==> src/sv/gbn_pkg.sv <==
// Package with the command, result and register codes of the go-back-N sender.
package gbn_pkg;
	localparam logic [1:0] CMD_DATA  = 2'd0;
	localparam logic [1:0] CMD_ACK   = 2'd1;
	localparam logic [1:0] CMD_ABORT = 2'd2;
	localparam logic [1:0] CMD_TICK  = 2'd3;

	localparam logic [2:0] KIND_DATA  = 3'd0;
	localparam logic [2:0] KIND_CONF  = 3'd1;
	localparam logic [2:0] KIND_ABORT = 3'd2;
	localparam logic [2:0] KIND_BREAK = 3'd3;
	localparam logic [2:0] KIND_DISC  = 3'd4;

	localparam logic [1:0] REG_CONNECT = 2'd0;
	localparam logic [1:0] REG_RETX    = 2'd1;
	localparam logic [1:0] REG_INACT   = 2'd2;

	localparam logic [15:0] CONNECT_RESET = 16'd5;
	localparam logic [15:0] RETX_RESET    = 16'd5;
	localparam logic [15:0] INACT_RESET   = 16'd10;

	// One held frame: sequence, header fields and payload.
	typedef struct packed {
		logic [15:0] seq;
		logic [15:0] conn;
		logic        eom;
		logic [9:0]  len;
		logic [15:0] src;
		logic [15:0] dest;
		logic [31:0] payload;
	} frame_t;

	// Control from the sequencer to the timer unit.
	typedef struct packed {
		logic       tick;
		logic [2:0] arm;
		logic [2:0] disarm;
		logic       clear;
	} tmr_ctl_t;
endpackage

==> src/sv/gbn_timers.sv <==
// Three tick timers served by one shared increment and compare unit.
module gbn_timers (
	input  logic             clk,
	input  logic             arst_n,
	input  gbn_pkg::tmr_ctl_t ctl,
	input  logic [15:0]      lim_connect,
	input  logic [15:0]      lim_retx,
	input  logic [15:0]      lim_inact,
	output logic             busy,
	output logic [2:0]       fired
);
	import gbn_pkg::*;

	logic [15:0] count_q [3];
	logic [2:0]  armed_q;
	logic [2:0]  fired_q;
	logic [1:0]  idx_q;
	logic        run_q;
	logic [15:0] cur;
	logic [15:0] nxt;
	logic [15:0] lim;

	always_comb begin
		cur = count_q[idx_q];
		nxt = (cur == 16'hFFFF) ? cur : cur + 16'd1;
		unique case (idx_q)
			2'd0:    lim = lim_connect;
			2'd1:    lim = lim_retx;
			default: lim = lim_inact;
		endcase
	end

	// A pending tick request already counts as busy, so the sequencer never
	// reads the fired flags before the pass over the timers has started.
	assign busy  = run_q || ctl.tick;
	assign fired = fired_q;

	always_ff @(posedge clk or negedge arst_n) begin
		if (!arst_n) begin
			armed_q <= '0;
			fired_q <= '0;
			idx_q   <= '0;
			run_q   <= 1'b0;
			for (int t = 0; t < 3; t++) count_q[t] <= '0;
		end else if (ctl.clear) begin
			armed_q <= '0;
			run_q   <= 1'b0;
			for (int t = 0; t < 3; t++) count_q[t] <= '0;
		end else if (ctl.tick) begin
			run_q   <= 1'b1;
			idx_q   <= '0;
			fired_q <= '0;
		end else if (run_q) begin
			if (armed_q[idx_q]) begin
				count_q[idx_q] <= nxt;
				if (nxt >= lim) begin
					fired_q[idx_q] <= 1'b1;
					armed_q[idx_q] <= 1'b0;
				end
			end
			if (idx_q == 2'd2) run_q <= 1'b0;
			idx_q <= idx_q + 2'd1;
		end else begin
			for (int t = 0; t < 3; t++) begin
				if (ctl.arm[t]) begin
					count_q[t] <= '0;
					armed_q[t] <= 1'b1;
				end else if (ctl.disarm[t]) begin
					armed_q[t] <= 1'b0;
				end
			end
		end
	end
endmodule

==> src/sv/go_back_n_sender_top.sv <==
// Top level of the go-back-N sender: sequencer, window store and registers.
// The block takes one transaction on the input channel (command plus request
// fields) and answers with zero to WINDOW result transactions on the output
// channel; the last result of a command carries last_of_run.
// It works on one item at a time: in_stall stays high from acceptance until
// the last result of the command has been loaded into the output register.
// A tick stalls the input through dispatch, a wait while the shared increment
// and compare unit walks the three timers, and a decision, then through one
// result for an abort or a resend step and a result per resent frame.
// An ack walks the window one slot a cycle for the search and compaction
// together, and the input stays stalled throughout.
// A data request stalls the input through dispatch and one or two results;
// an ignored command only through dispatch.
// Each result stays in the output register until out_stall is low; the
// sequencer waits meanwhile, so a stalling receiver holds the block.
// Reset puts the sender idle with an empty window, timers disarmed and
// registers at 5, 5 and 10 ticks. Configuration is written over the APB
// port at byte addresses 0, 4 and 8 while the block is idle (user-enforced).
module go_back_n_sender_top #(
	parameter int WINDOW = 5
) (
	input  logic        clk,
	input  logic        arst_n,
	input  logic        in_valid,
	output logic        in_stall,
	input  logic [1:0]  command,
	input  logic [15:0] seq_num,
	input  logic        end_of_message,
	input  logic [15:0] conn_id,
	input  logic [15:0] dest_address,
	input  logic [15:0] src_address,
	input  logic [9:0]  payload_len,
	input  logic [31:0] payload_word,
	output logic        out_valid,
	input  logic        out_stall,
	output logic [2:0]  kind,
	output logic [15:0] out_seq,
	output logic        out_eom,
	output logic [15:0] out_conn,
	output logic [15:0] out_dest,
	output logic [15:0] out_src,
	output logic [9:0]  out_len,
	output logic [31:0] out_payload,
	output logic        last_of_run,
	input  logic        psel,
	input  logic        penable,
	input  logic        pwrite,
	input  logic [3:0]  paddr,
	input  logic [31:0] pwdata,
	output logic [31:0] prdata,
	output logic        pready
);
	import gbn_pkg::*;

	localparam int IW = $clog2(WINDOW);
	localparam int CW = $clog2(WINDOW + 1);

	typedef enum logic [3:0] {
		S_IDLE, S_DISPATCH, S_TICKWAIT, S_TICKDEC, S_RESEND, S_SEARCH,
		S_SHIFT, S_ACKEND, S_DATA2, S_EMIT
	} state_t;

	typedef enum logic [1:0] {M_IDLE, M_AWAIT, M_CONN, M_BREAK} mode_t;

	state_t      state_q;
	state_t      after_q;
	mode_t       mode_q;
	logic        cfb_q;
	logic [CW-1:0] count_q;
	frame_t      win_q [WINDOW];
	logic [15:0] final_q;
	logic [15:0] cur_conn_q;
	logic [15:0] lim_q [3];
	frame_t      in_q;
	logic [1:0]  cmd_q;
	logic [IW-1:0] ptr_q;
	logic        found_q;
	logic [15:0] newest_q;
	logic        pend_last_q;
	logic [2:0]  pend_kind_q;
	frame_t      pend_q_f;
	logic        ov_q;
	logic [2:0]  kind_q;
	frame_t      of_q;
	logic        last_q;
	tmr_ctl_t    tctl;
	logic        tbusy;
	logic [2:0]  fired;
	logic [IW-1:0] nxt_ptr;
	logic        out_free;
	logic        wr_en;
	logic [1:0]  widx;

	gbn_timers u_timers (
		.clk(clk), .arst_n(arst_n), .ctl(tctl),
		.lim_connect(lim_q[0]), .lim_retx(lim_q[1]), .lim_inact(lim_q[2]),
		.busy(tbusy), .fired(fired)
	);

	// Register file access.
	assign pready = 1'b1;
	assign widx   = paddr[3:2];
	assign wr_en  = psel && penable && pwrite;
	always_comb begin
		unique case (widx)
			REG_CONNECT: prdata = {16'd0, lim_q[0]};
			REG_RETX:    prdata = {16'd0, lim_q[1]};
			REG_INACT:   prdata = {16'd0, lim_q[2]};
			default:     prdata = '0;
		endcase
	end

	assign in_stall = (state_q != S_IDLE);
	assign out_free = !ov_q || !out_stall;
	assign nxt_ptr  = ptr_q + IW'(1);

	assign out_valid   = ov_q;
	assign kind        = kind_q;
	assign out_seq     = of_q.seq;
	assign out_eom     = of_q.eom;
	assign out_conn    = of_q.conn;
	assign out_dest    = of_q.dest;
	assign out_src     = of_q.src;
	assign out_len     = of_q.len;
	assign out_payload = of_q.payload;
	assign last_of_run = last_q;

	// Result that carries only a connection number (confirm carries seq too).
	function automatic frame_t ctl_frame(input logic [15:0] s, input logic [15:0] c);
		frame_t f;
		f = '0;
		f.seq = s;
		f.conn = c;
		return f;
	endfunction

	always_ff @(posedge clk or negedge arst_n) begin
		if (!arst_n) begin
			lim_q[0] <= CONNECT_RESET;
			lim_q[1] <= RETX_RESET;
			lim_q[2] <= INACT_RESET;
		end else if (wr_en) begin
			unique case (widx)
				REG_CONNECT: lim_q[0] <= pwdata[15:0];
				REG_RETX:    lim_q[1] <= pwdata[15:0];
				REG_INACT:   lim_q[2] <= pwdata[15:0];
				default: ;
			endcase
		end
	end

	always_ff @(posedge clk or negedge arst_n) begin
		tmr_ctl_t tn;
		if (!arst_n) begin
			state_q     <= S_IDLE;
			after_q     <= S_IDLE;
			mode_q      <= M_IDLE;
			cfb_q       <= 1'b0;
			count_q     <= '0;
			final_q     <= '0;
			cur_conn_q  <= '0;
			ov_q        <= 1'b0;
			found_q     <= 1'b0;
			ptr_q       <= '0;
			tctl        <= '0;
			cmd_q       <= CMD_DATA;
		end else begin
			// Timer requests are one-cycle pulses built up during the cycle.
			tn = '0;
			if (ov_q && !out_stall && state_q != S_EMIT) ov_q <= 1'b0;
			unique case (state_q)
				S_IDLE: begin
					if (in_valid) begin
						cmd_q <= command;
						in_q  <= '{seq: seq_num, conn: conn_id, eom: end_of_message,
							len: payload_len, src: src_address, dest: dest_address,
							payload: payload_word};
						state_q <= S_DISPATCH;
					end
				end
				S_DISPATCH: begin
					if (cmd_q == CMD_TICK) begin
						tn.tick = 1'b1;
						state_q <= S_TICKWAIT;
					end else if (mode_q == M_IDLE) begin
						if (cmd_q == CMD_DATA) begin
							cur_conn_q  <= in_q.conn;
							pend_kind_q <= KIND_DATA;
							pend_q_f    <= in_q;
							pend_last_q <= 1'b1;
							tn.arm      = 3'b001;
							mode_q      <= M_AWAIT;
							after_q     <= S_IDLE;
							state_q     <= S_EMIT;
						end else begin
							state_q <= S_IDLE;
						end
					end else if (mode_q == M_AWAIT) begin
						if (cmd_q == CMD_ACK) begin
							// Any ack stops the connect timer.
							tn.arm      = (in_q.seq == 16'd1) ? 3'b110 : 3'b000;
							tn.disarm   = 3'b001;
							cur_conn_q  <= in_q.conn;
							if (in_q.seq == 16'd1) begin
								pend_kind_q <= KIND_CONF;
								pend_q_f    <= ctl_frame(in_q.seq, in_q.conn);
								pend_last_q <= 1'b1;
								mode_q      <= M_CONN;
								after_q     <= S_IDLE;
								state_q     <= S_EMIT;
							end else begin
								state_q <= S_IDLE;
							end
						end else begin
							state_q <= S_IDLE;
						end
					end else if (cmd_q == CMD_ABORT) begin
						tn.clear    = 1'b1;
						mode_q <= M_IDLE; count_q <= '0; final_q <= '0; cfb_q <= 1'b0;
						pend_kind_q <= KIND_ABORT;
						pend_q_f    <= ctl_frame(16'd0, in_q.conn);
						pend_last_q <= 1'b1;
						after_q     <= S_IDLE;
						state_q     <= S_EMIT;
					end else if (cmd_q == CMD_ACK) begin
						tn.arm   = (mode_q == M_BREAK) ? 3'b110 : 3'b010;
						newest_q <= win_q[count_q == '0 ? '0 : IW'(count_q - CW'(1))].seq;
						ptr_q    <= '0;
						found_q  <= 1'b0;
						state_q  <= S_SEARCH;
					end else if (mode_q == M_CONN) begin
						cur_conn_q  <= in_q.conn;
						pend_kind_q <= KIND_DATA;
						pend_q_f    <= in_q;
						pend_last_q <= 1'b0;
						if (count_q < CW'(WINDOW)) begin
							win_q[IW'(count_q)] <= in_q;
							count_q <= count_q + CW'(1);
						end
						if (in_q.eom) final_q <= in_q.seq;
						after_q <= S_DATA2;
						state_q <= S_EMIT;
					end else begin
						state_q <= S_IDLE;
					end
				end
				S_DATA2: begin
					pend_last_q <= 1'b1;
					if (count_q >= CW'(WINDOW)) begin
						mode_q      <= M_BREAK;
						tn.arm      = 3'b110;
						pend_kind_q <= KIND_BREAK;
						pend_q_f    <= ctl_frame(16'd0, in_q.conn);
					end else begin
						tn.arm      = 3'b100;
						pend_kind_q <= KIND_CONF;
						pend_q_f    <= ctl_frame(in_q.seq, in_q.conn);
					end
					after_q <= S_IDLE;
					state_q <= S_EMIT;
				end
				S_TICKWAIT: begin
					if (!tbusy) state_q <= S_TICKDEC;
				end
				S_TICKDEC: begin
					if ((mode_q == M_AWAIT && fired[0]) ||
						((mode_q == M_CONN || mode_q == M_BREAK) && fired[2])) begin
						tn.clear    = 1'b1;
						pend_kind_q <= KIND_ABORT;
						pend_q_f    <= ctl_frame(16'd0, cur_conn_q);
						pend_last_q <= 1'b1;
						mode_q <= M_IDLE; count_q <= '0; final_q <= '0; cfb_q <= 1'b0;
						after_q <= S_IDLE;
						state_q <= S_EMIT;
					end else if ((mode_q == M_CONN || mode_q == M_BREAK) && fired[1]) begin
						cfb_q    <= (mode_q == M_BREAK);
						tn.arm   = 3'b010;
						ptr_q    <= '0;
						state_q  <= (count_q != '0) ? S_RESEND : S_IDLE;
					end else begin
						state_q <= S_IDLE;
					end
				end
				S_RESEND: begin
					pend_kind_q <= KIND_DATA;
					pend_q_f    <= win_q[ptr_q];
					pend_last_q <= (CW'(ptr_q) + CW'(1) >= count_q);
					ptr_q       <= nxt_ptr;
					after_q     <= (CW'(ptr_q) + CW'(1) >= count_q) ? S_IDLE : S_RESEND;
					state_q     <= S_EMIT;
				end
				S_SEARCH: begin
					if (CW'(ptr_q) >= count_q) begin
						state_q <= S_ACKEND;
					end else if (win_q[ptr_q].seq == in_q.seq) begin
						found_q <= 1'b1;
						state_q <= S_SHIFT;
					end else if (CW'(ptr_q) + CW'(1) >= count_q) begin
						state_q <= S_ACKEND;
					end else begin
						ptr_q <= nxt_ptr;
					end
				end
				S_SHIFT: begin
					if (CW'(ptr_q) + CW'(1) < count_q) begin
						win_q[ptr_q] <= win_q[nxt_ptr];
						ptr_q <= nxt_ptr;
					end else begin
						count_q <= count_q - CW'(1);
						state_q <= S_ACKEND;
					end
				end
				S_ACKEND: begin
					if (mode_q == M_CONN && in_q.seq == final_q) begin
						tn.clear    = 1'b1;
						pend_kind_q <= KIND_DISC;
						pend_q_f    <= ctl_frame(16'd0, in_q.conn);
						pend_last_q <= 1'b1;
						mode_q <= M_IDLE; count_q <= '0; final_q <= '0; cfb_q <= 1'b0;
						after_q <= S_IDLE;
						state_q <= S_EMIT;
					end else if (mode_q == M_BREAK && found_q && in_q.seq == newest_q) begin
						pend_kind_q <= KIND_CONF;
						pend_q_f    <= ctl_frame(in_q.seq, in_q.conn);
						pend_last_q <= 1'b1;
						mode_q      <= M_CONN;
						cfb_q       <= 1'b0;
						after_q     <= S_IDLE;
						state_q     <= S_EMIT;
					end else begin
						state_q <= S_IDLE;
					end
				end
				S_EMIT: begin
					if (out_free) begin
						ov_q    <= 1'b1;
						kind_q  <= pend_kind_q;
						of_q    <= pend_q_f;
						last_q  <= pend_last_q;
						state_q <= after_q;
					end
				end
				default: state_q <= S_IDLE;
			endcase
			tctl <= tn;
		end
	end
endmodule

==> config.mk <==
export PLATFORM = sky130hd
export DESIGN_NAME = go_back_n_sender_top
export DESIGN_NICKNAME = d
export VERILOG_FILES = /design/src/sv/gbn_pkg.sv /design/src/sv/gbn_timers.sv /design/src/sv/go_back_n_sender_top.sv
export SDC_FILE = /design/constraint.sdc
export NUM_CORES = 2
export LEC_CHECK = 0
export BUFFER_PORTS_ARGS = -buffer_cell sky130_fd_sc_hd__buf_2
export CAP_MARGIN = 20
export CELL_PAD_IN_SITES_DETAIL_PLACEMENT = 1
export CELL_PAD_IN_SITES_GLOBAL_PLACEMENT = 2
export CORE_MARGIN = 1
export CORE_UTILIZATION = 48
export CTS_CLUSTER_SIZE = 8
export DETAILED_ROUTE_END_ITERATION = 10
export PLACE_DENSITY = 0.92
export SLEW_MARGIN = 25
export SYNTH_ARGS = -nofsm -noshare
export SYNTH_HDL_FRONTEND = slang
export SYNTH_SLANG_ARGS = --single-unit
==> constraint.sdc <==
create_clock -name clk -period 18.3 [get_ports clk]
set_input_delay 3.66 -clock clk [delete_from_list [all_inputs] [get_ports clk]]
set_output_delay 3.66 -clock clk [all_outputs]
set_load 0.01 [all_outputs]
# Word level (Yosys, flattened, before mapping)
# Memory sizes are Yosys's and may differ from the RTL's. A register that Yosys moved wholly into a read port is not among the register bits.
# Cells that the tools add are included.
# op_classes
addsub,5
magnitude_cmp,10
n_eq_ne,63
muxes,220
n_bitwise,9
reduce_logical,70
# ops
cell,n
$mux 107,14
$pmux 107 s5,1
$mux 16,23
$mux 48,4
$mux 3,55
$mux 4,32
$reduce_or 107->1,1
$pmux 16 s3,2
$mux 1,54
$bwmux 48,1
$eq 16x16->1,3
$ne 2x2->1 const B,20
$pmux 4 s9,1
$mux 2,17
$bmux 16 s2,1
$demux 16 s2,1
$pmux 16 s2,1
$pmux 3 s5,2
$reduce_bool 4->1,7
$ne 3x3->1 const B,9
$reduce_and 9->1,3
$ne 4x4->1 const B,5
$pmux 4 s5,1
$reduce_and 10->1,2
other kinds (55),117
# totals
reg_bits,494
ramBits,535
in_bits,152
output_inout_bits,146
memories,1
# memory_table
memory,depth,word_bits,rd,rd_clocked_by_memory_dff,write_ports,line_no,text
win_q,5,107,3,1,1,go_back_n_sender_top.sv:70,frame_t win_q [WINDOW];

# Longest topological paths before layout
# depth
ltp_word,12
mapped_depth,19

# Modules after synthesis
# A second synthesis with hierarchy kept.
# hier_totals
hier_cells,3048
hier_area_um2,46871.2
# modules_own_cells
module,n_inst,cells_per_inst,area_per_inst_um2,seq_area_each_um2
go_back_n_sender_top,1,2669,43112.6,29035.3
gbn_timers,1,379,3758.6,1426.4

# Worst setup path before layout
# OpenSTA, ideal clock, no wires.
# synth_path
kind,input -> register
from,input port arst_n
to,memory win_q[1][0] (netlist bit) (enable)
t_arrival_ps,9741
setup_slack_ps,7951
path_stages,5
path_buffers,2
path_cell_list,buf_1 > nand2_1 > buf_2 > a211o_1 > a21oi_1
# synth_between
elab_chain_cells,4
elab_cells_between_ends,7
# synth_lines
item,line_no,text
"start, declared",go_back_n_sender_top.sv:23,"input logic arst_n,"
$logic_and 1x1->1 (implied by the code),go_back_n_sender_top.sv:306,win_q[ptr_q] <= win_q[nxt_ptr];
$mux 1 (implied by the code),go_back_n_sender_top.sv:306,
$reduce_or 107->1 (no line),--,
$mux 3 (no line) or $mux 1 (tied branches),--,
"end, declared",go_back_n_sender_top.sv:70,
# Several ways; a longest one is shown, not always the timed one.

# Worst setup path in the final report
# layout_path
from,input port paddr[3]
to,output port prdata[1]
# layout_between
elab_chain_cells,2
elab_cells_between_ends,4
# layout_lines
item,line_no,text
"start, declared",go_back_n_sender_top.sv:48,"input logic [3:0] paddr,"
$eq 2x2->1 (tied with other cells),go_back_n_sender_top.sv:105,unique case (widx)
$pmux 16 s3 *,go_back_n_sender_top.sv:105,
"end, declared",go_back_n_sender_top.sv:50,"output logic [31:0] prdata,"
# Mark *: on every way between the ends. The rest lies on a longest branch, timed or not.

==> reports/results.md <==
| Group | Parameter | Reported |
| --- | --- | --- |
| critical path | CP Capture Type | output port |
| synth | Share of the synthesized area in the top cell type | 57.10% |
| timing | Share of the cycle needed by the critical path after routing | 48.38% |
| die | Die Area | 0.09765 mm² |
| routing | Detailed Route WL | 129.6 mm |
| global routing | Vias in the first global route | 31440 |
| clocking | Clk slew on worst S/H paths | 0.05 ns |
| clocking | Maximum level of the CTS H-tree | 4 |
| placed design | Count of port buffers added during placement | 262 |
| global routing | Overflow left after global routing | 0 |
| final layout | Area of all sequential standard cells | 0.03047 mm² |
| critical path | Nature of the critical path startpoint | input pin |
| final layout | Fill cell count | 8972 |
| synth | Yosys synthesis warning count | 0 |
| power | Reported leakage power | 19.08 nW |
| final layout | Area of the multi-input gates | 0.01506 mm² |
| timing | Final setup margin | 9.446 ns |
| status | Status | completed |
| routing | Met3 layer wire length in the routed design | 8.521 mm |
| timing | Count of final hold-check violations | 0 |
| routing | Routed length per instance | 28.42 µm |
| critical path | Worst r2r src | ptr_q[0]$_DFFE_PN0P_ |
| power | PD cells | 132.4 mW/mm² |
| critical path | FF-to-FF setup slack | 11.88 ns |
| final layout | Top library cells by usage in the layout, fill and taps aside | sky130_fd_sc_hd__edfxtp_1 (880), sky130_fd_sc_hd__nand2_1 (342), sky130_fd_sc_hd__o21ai_0 (315), sky130_fd_sc_hd__mux2i_1 (265), sky130_fd_sc_hd__buf_2 (261) |
| routing | Routed wire length on met2 | 67.02 mm |
| job | Number of violations of the max-capacitance limit | 0 |
| critical path | Critical path data arrival time | 5.19 ns |
| clocking | Number of clock buffers inserted by TritonCTS | 148 |
| global routing | Largest net degree at the start of global routing | 110 |
| critical path | Largest fanout on the critical path | 20 |
| timing | Sum Neg Setup Slack | 0 ns |
| timing | Final slew viol count | 0 |
| placed design | Worst Setup Slack post-DPL | 9.464 ns |
| critical path | Cell-by-cell trace of the critical path | buf_2 -> nor2b_2 -> nand2_1 -> o21ai_0 -> buf_2 |
| timing | Max Clock Skew | 0.03287 ns |
| critical path | CP bufs+invs | 2 |
| clocking | Latest clock arrival within the worst-skew pair | 0.76 ns |
| critical path | Family with the most delay on the worst path | simple AND/OR/NAND/NOR gates |
| synth | FFs w/ async S/R, synth | 15.47% |
| timing | Fmax | 112.9 MHz |
| routing | ANT nets after route | 0 |
| final layout | Share of the core filled with cells | 55.64% |
| die | Floorplan core area | 0.09529 mm² |
| clocking | Count of hold buffers inserted by post-cts repair | 0 |
| clocking | Clock root buffer | sky130_fd_sc_hd__clkbuf_16 |
| placed design | Cell area reported after detailed placement | 0.04890 mm² |
| critical path | Maximum cell stage delay along the critical path | 0.73 ns |
| synth | Main synth FF type | sky130_fd_sc_hd__edfxtp_1 |
| routing | Remaining design rule violation count | 0 |
| synth | Synth cell types | 67 |
| clocking | Total number of clock tree sinks | 1041 |
| power | Maximum vdd drop | 0.00009719 V |
| routing | Via count | 28570 |
| critical path | Worst setup path start | paddr[3] |
| clocking | Clock tree from TritonCTS | done |
| routing | First-pass detailed-route iteration total | 5 |
| final layout | Leading cell type in the layout, fill and taps excluded | sky130_fd_sc_hd__edfxtp_1 |
| power | Power consumption | 7.019 mW |
| routing | DRC violation total after the first TritonRoute iteration | 2263 |
| die | Die height | 312.5 µm |
| critical path | Start-to-end type of the worst setup path | in2out |
| synth | Summed instance area of the synthesized netlist | 0.04628 mm² |
| synth | Mean post-synth cell area | 15.53 µm² |
| synth | Count of flip-flops with a built-in enable after synthesis | 880 |
| final layout | Area growth from synthesis to layout | 14.57% |
| global routing | Global-route usage over all layers | 26.79% |
| timing | Rel. slew slack | 29.28% |
| critical path | Slowest CP cell | sky130_fd_sc_hd__nor2b_2 |
| synth | Instance count of the mapped netlist | 2980 |
| final layout | Number of nets in the layout | 3428 |
| timing | Post-layout min period | 8.854 ns |
| placed design | Detail Placement HPWL | 75.16 mm |
| routing | Vias per cell | 6.264 |
| placed design | Inst Count DP | 4358 |
| critical path | CP required | 14.64 ns |
| final layout | Proportion of layout cells with a drive suffix above 1 | 24.81% |
| global routing | Global-route wire length before repair | 196.8 mm |
| timing | Setup repair after global routing missed its margin | false |
| timing | Slew at the pin closest to its max-slew limit | 1.061 ns |
| die | Boundary Pins | 298 |
| timing | Worst hold slack | 0.4166 ns |
| synth | Yosys reg bits | 1041 |
| timing | Final setup vio count | 0 |
| synth | Top cells by area, synth | sky130_fd_sc_hd__edfxtp_1 (57%), sky130_fd_sc_hd__mux4_2 (10%), sky130_fd_sc_hd__dfrtp_1 (8.4%), sky130_fd_sc_hd__mux2i_1 (5.7%), sky130_fd_sc_hd__o21ai_0 (3.4%) |
| worst hold path | Startpoint of the most critical hold path | pend_q_f[3]$_DFFE_PP_ |
| die | Die outline width | 312.5 µm |
| die | Standard-cell row count | 113 |
| final layout | Finished layout cell area | 0.05302 mm² |
| clocking | Post-CTS Setup Bufs | 0 |
| routing | Highest routed layer | met5 |
| final layout | Number of cells in the finished layout apart from fillers | 4560 |
| placed design | RePlAce Congestion | 0.8361 |
| clocking | Max Root-Sink Buffers | 3 |
| die | Initial cell density of the core | 48.56% |
| clocking | Post-CTS resize count | 0 |
| routing | Detailed-route wire length on metal 1 | 49.86 mm |
| critical path | Cell seen most often among critical-path stages | sky130_fd_sc_hd__buf_2 |
| worst hold path | Kind of path behind the tightest hold check | reg2reg |
| synth | Largest area contributor in the netlist | sky130_fd_sc_hd__edfxtp_1 |
| global routing | Number of antenna violations at the first check in global routing | 7 |
| synth | Part of the Yosys area used for sequential elements | 65.83% |
==> worst paths after layout <==
check,depth (start not counted),endpoint
max,5,prdata[1]
min in group asynchronous,1,lim_q[11]$_DFFE_PN0P_
max in group asynchronous,3,ptr_q[0]$_DFFE_PN0P_
max reg2reg,12,win_q[3][0]$_DFFE_PP_
min,0,out_payload[3]$_DFFE_PP_
min reg2reg,0,out_payload[3]$_DFFE_PP_
==> sequential cells by signal (all words and copies together) (netlist names), 32 cells and up <==
| name | flops |
|---|---|
| in_q | 107 |
| lim_q | 48 |
| out_payload | 32 |
| pend_q_f | 107 |
| u_timers.count_q | 48 |
| win_q | 535 |
==> Yosys cell counts, types with 4 or more instances <==
cell                        instances
sky130_fd_sc_hd__ha_1              32
sky130_fd_sc_hd__nand3_1           19
sky130_fd_sc_hd__a22oi_1           21
sky130_fd_sc_hd__nand3b_1           4
sky130_fd_sc_hd__xor2_1            13
sky130_fd_sc_hd__and3_1             7
sky130_fd_sc_hd__nand2b_1          15
sky130_fd_sc_hd__nor4_2             4
sky130_fd_sc_hd__nor3_1            17
sky130_fd_sc_hd__buf_4             18
sky130_fd_sc_hd__edfxtp_1         880
sky130_fd_sc_hd__a21oi_1           51
sky130_fd_sc_hd__xnor2_1           47
sky130_fd_sc_hd__mux4_2           210
sky130_fd_sc_hd__clkbuf_1         142
sky130_fd_sc_hd__o21ai_0          315
sky130_fd_sc_hd__dfrtp_1          155
sky130_fd_sc_hd__mux2i_1          265
sky130_fd_sc_hd__a311oi_1           6
sky130_fd_sc_hd__a21o_1            10
sky130_fd_sc_hd__mux2_2            87
sky130_fd_sc_hd__nor4_1            11
sky130_fd_sc_hd__buf_2             23
sky130_fd_sc_hd__a211o_1            5
sky130_fd_sc_hd__dfstp_2            6
sky130_fd_sc_hd__inv_1             16
sky130_fd_sc_hd__o2bb2ai_1         16
sky130_fd_sc_hd__a22o_1            51
sky130_fd_sc_hd__nor2_1            56
sky130_fd_sc_hd__mux4_1             4
sky130_fd_sc_hd__nand2_1          344
sky130_fd_sc_hd__nor2b_1           13
sky130_fd_sc_hd__and2_1             7
sky130_fd_sc_hd__buf_1             28
sky130_fd_sc_hd__a31oi_1           11
sky130_fd_sc_hd__o211ai_1           5
sky130_fd_sc_hd__or2_2              5
sky130_fd_sc_hd__nand4_1           13
==> cell families (layout without fill, tap and decap cells) <==
kind of cell / count (synthesis) / after routing / synth area share [%]
flops: 1041 / 1041 / 65.83
mux: 566 / 566 / 18.30
simple gates: 532 / 532 / 5.075
compound gates: 517 / 517 / 6.643
buf+inv: 230 / 528 / 2.141
xor+xnor: 60 / 60 / 1.136
fa+ha+maj: 32 / 32 / 0.8652
other cells: 2 / 19 / 0.01623
==> layout make-up <==
cell class,count,area share (%)
diodes,2,0.009440
clock buffers,190,7.443
clock inverters,9,0.2407
inverters,16,0.1133
multi-input cells,1724,28.40
flip-flops and latches,1041,57.48
well taps,1265,2.985
repair buffers,313,3.330
==> power breakdown <==
group | total (mW) | internal (mW) | switching (mW)
combinational | 1.38 | 0.478 | 0.901
sequential | 3.15 | 2.96 | 0.196
clock | 2.49 | 1.49 | 0.998
total | 7.02 | 4.92 | 2.10
==> worst register-to-register path, stage by stage, from the launching register on <==
cell                      delay, ns
sky130_fd_sc_hd__dfrtp_4       0.98
sky130_fd_sc_hd__ha_4          0.29
sky130_fd_sc_hd__xnor2_2       0.13
sky130_fd_sc_hd__buf_12        0.77
sky130_fd_sc_hd__inv_1         0.13
sky130_fd_sc_hd__ha_1          0.34
sky130_fd_sc_hd__o21a_1        0.17
sky130_fd_sc_hd__nor3_1        0.06
sky130_fd_sc_hd__buf_4         0.19
sky130_fd_sc_hd__nand2_4       0.58
sky130_fd_sc_hd__buf_4         0.86
sky130_fd_sc_hd__buf_4         0.91
sky130_fd_sc_hd__o21ai_0       0.63
==> metal layers <==
layer	track usage [%]	vias up
li1	-	12090
met1	32.85	14980
met2	46.55	1212
met3	5.654	274
met4	10.17	12
met5	0	-
No activity file was read; power rests on OpenSTA's default activity.
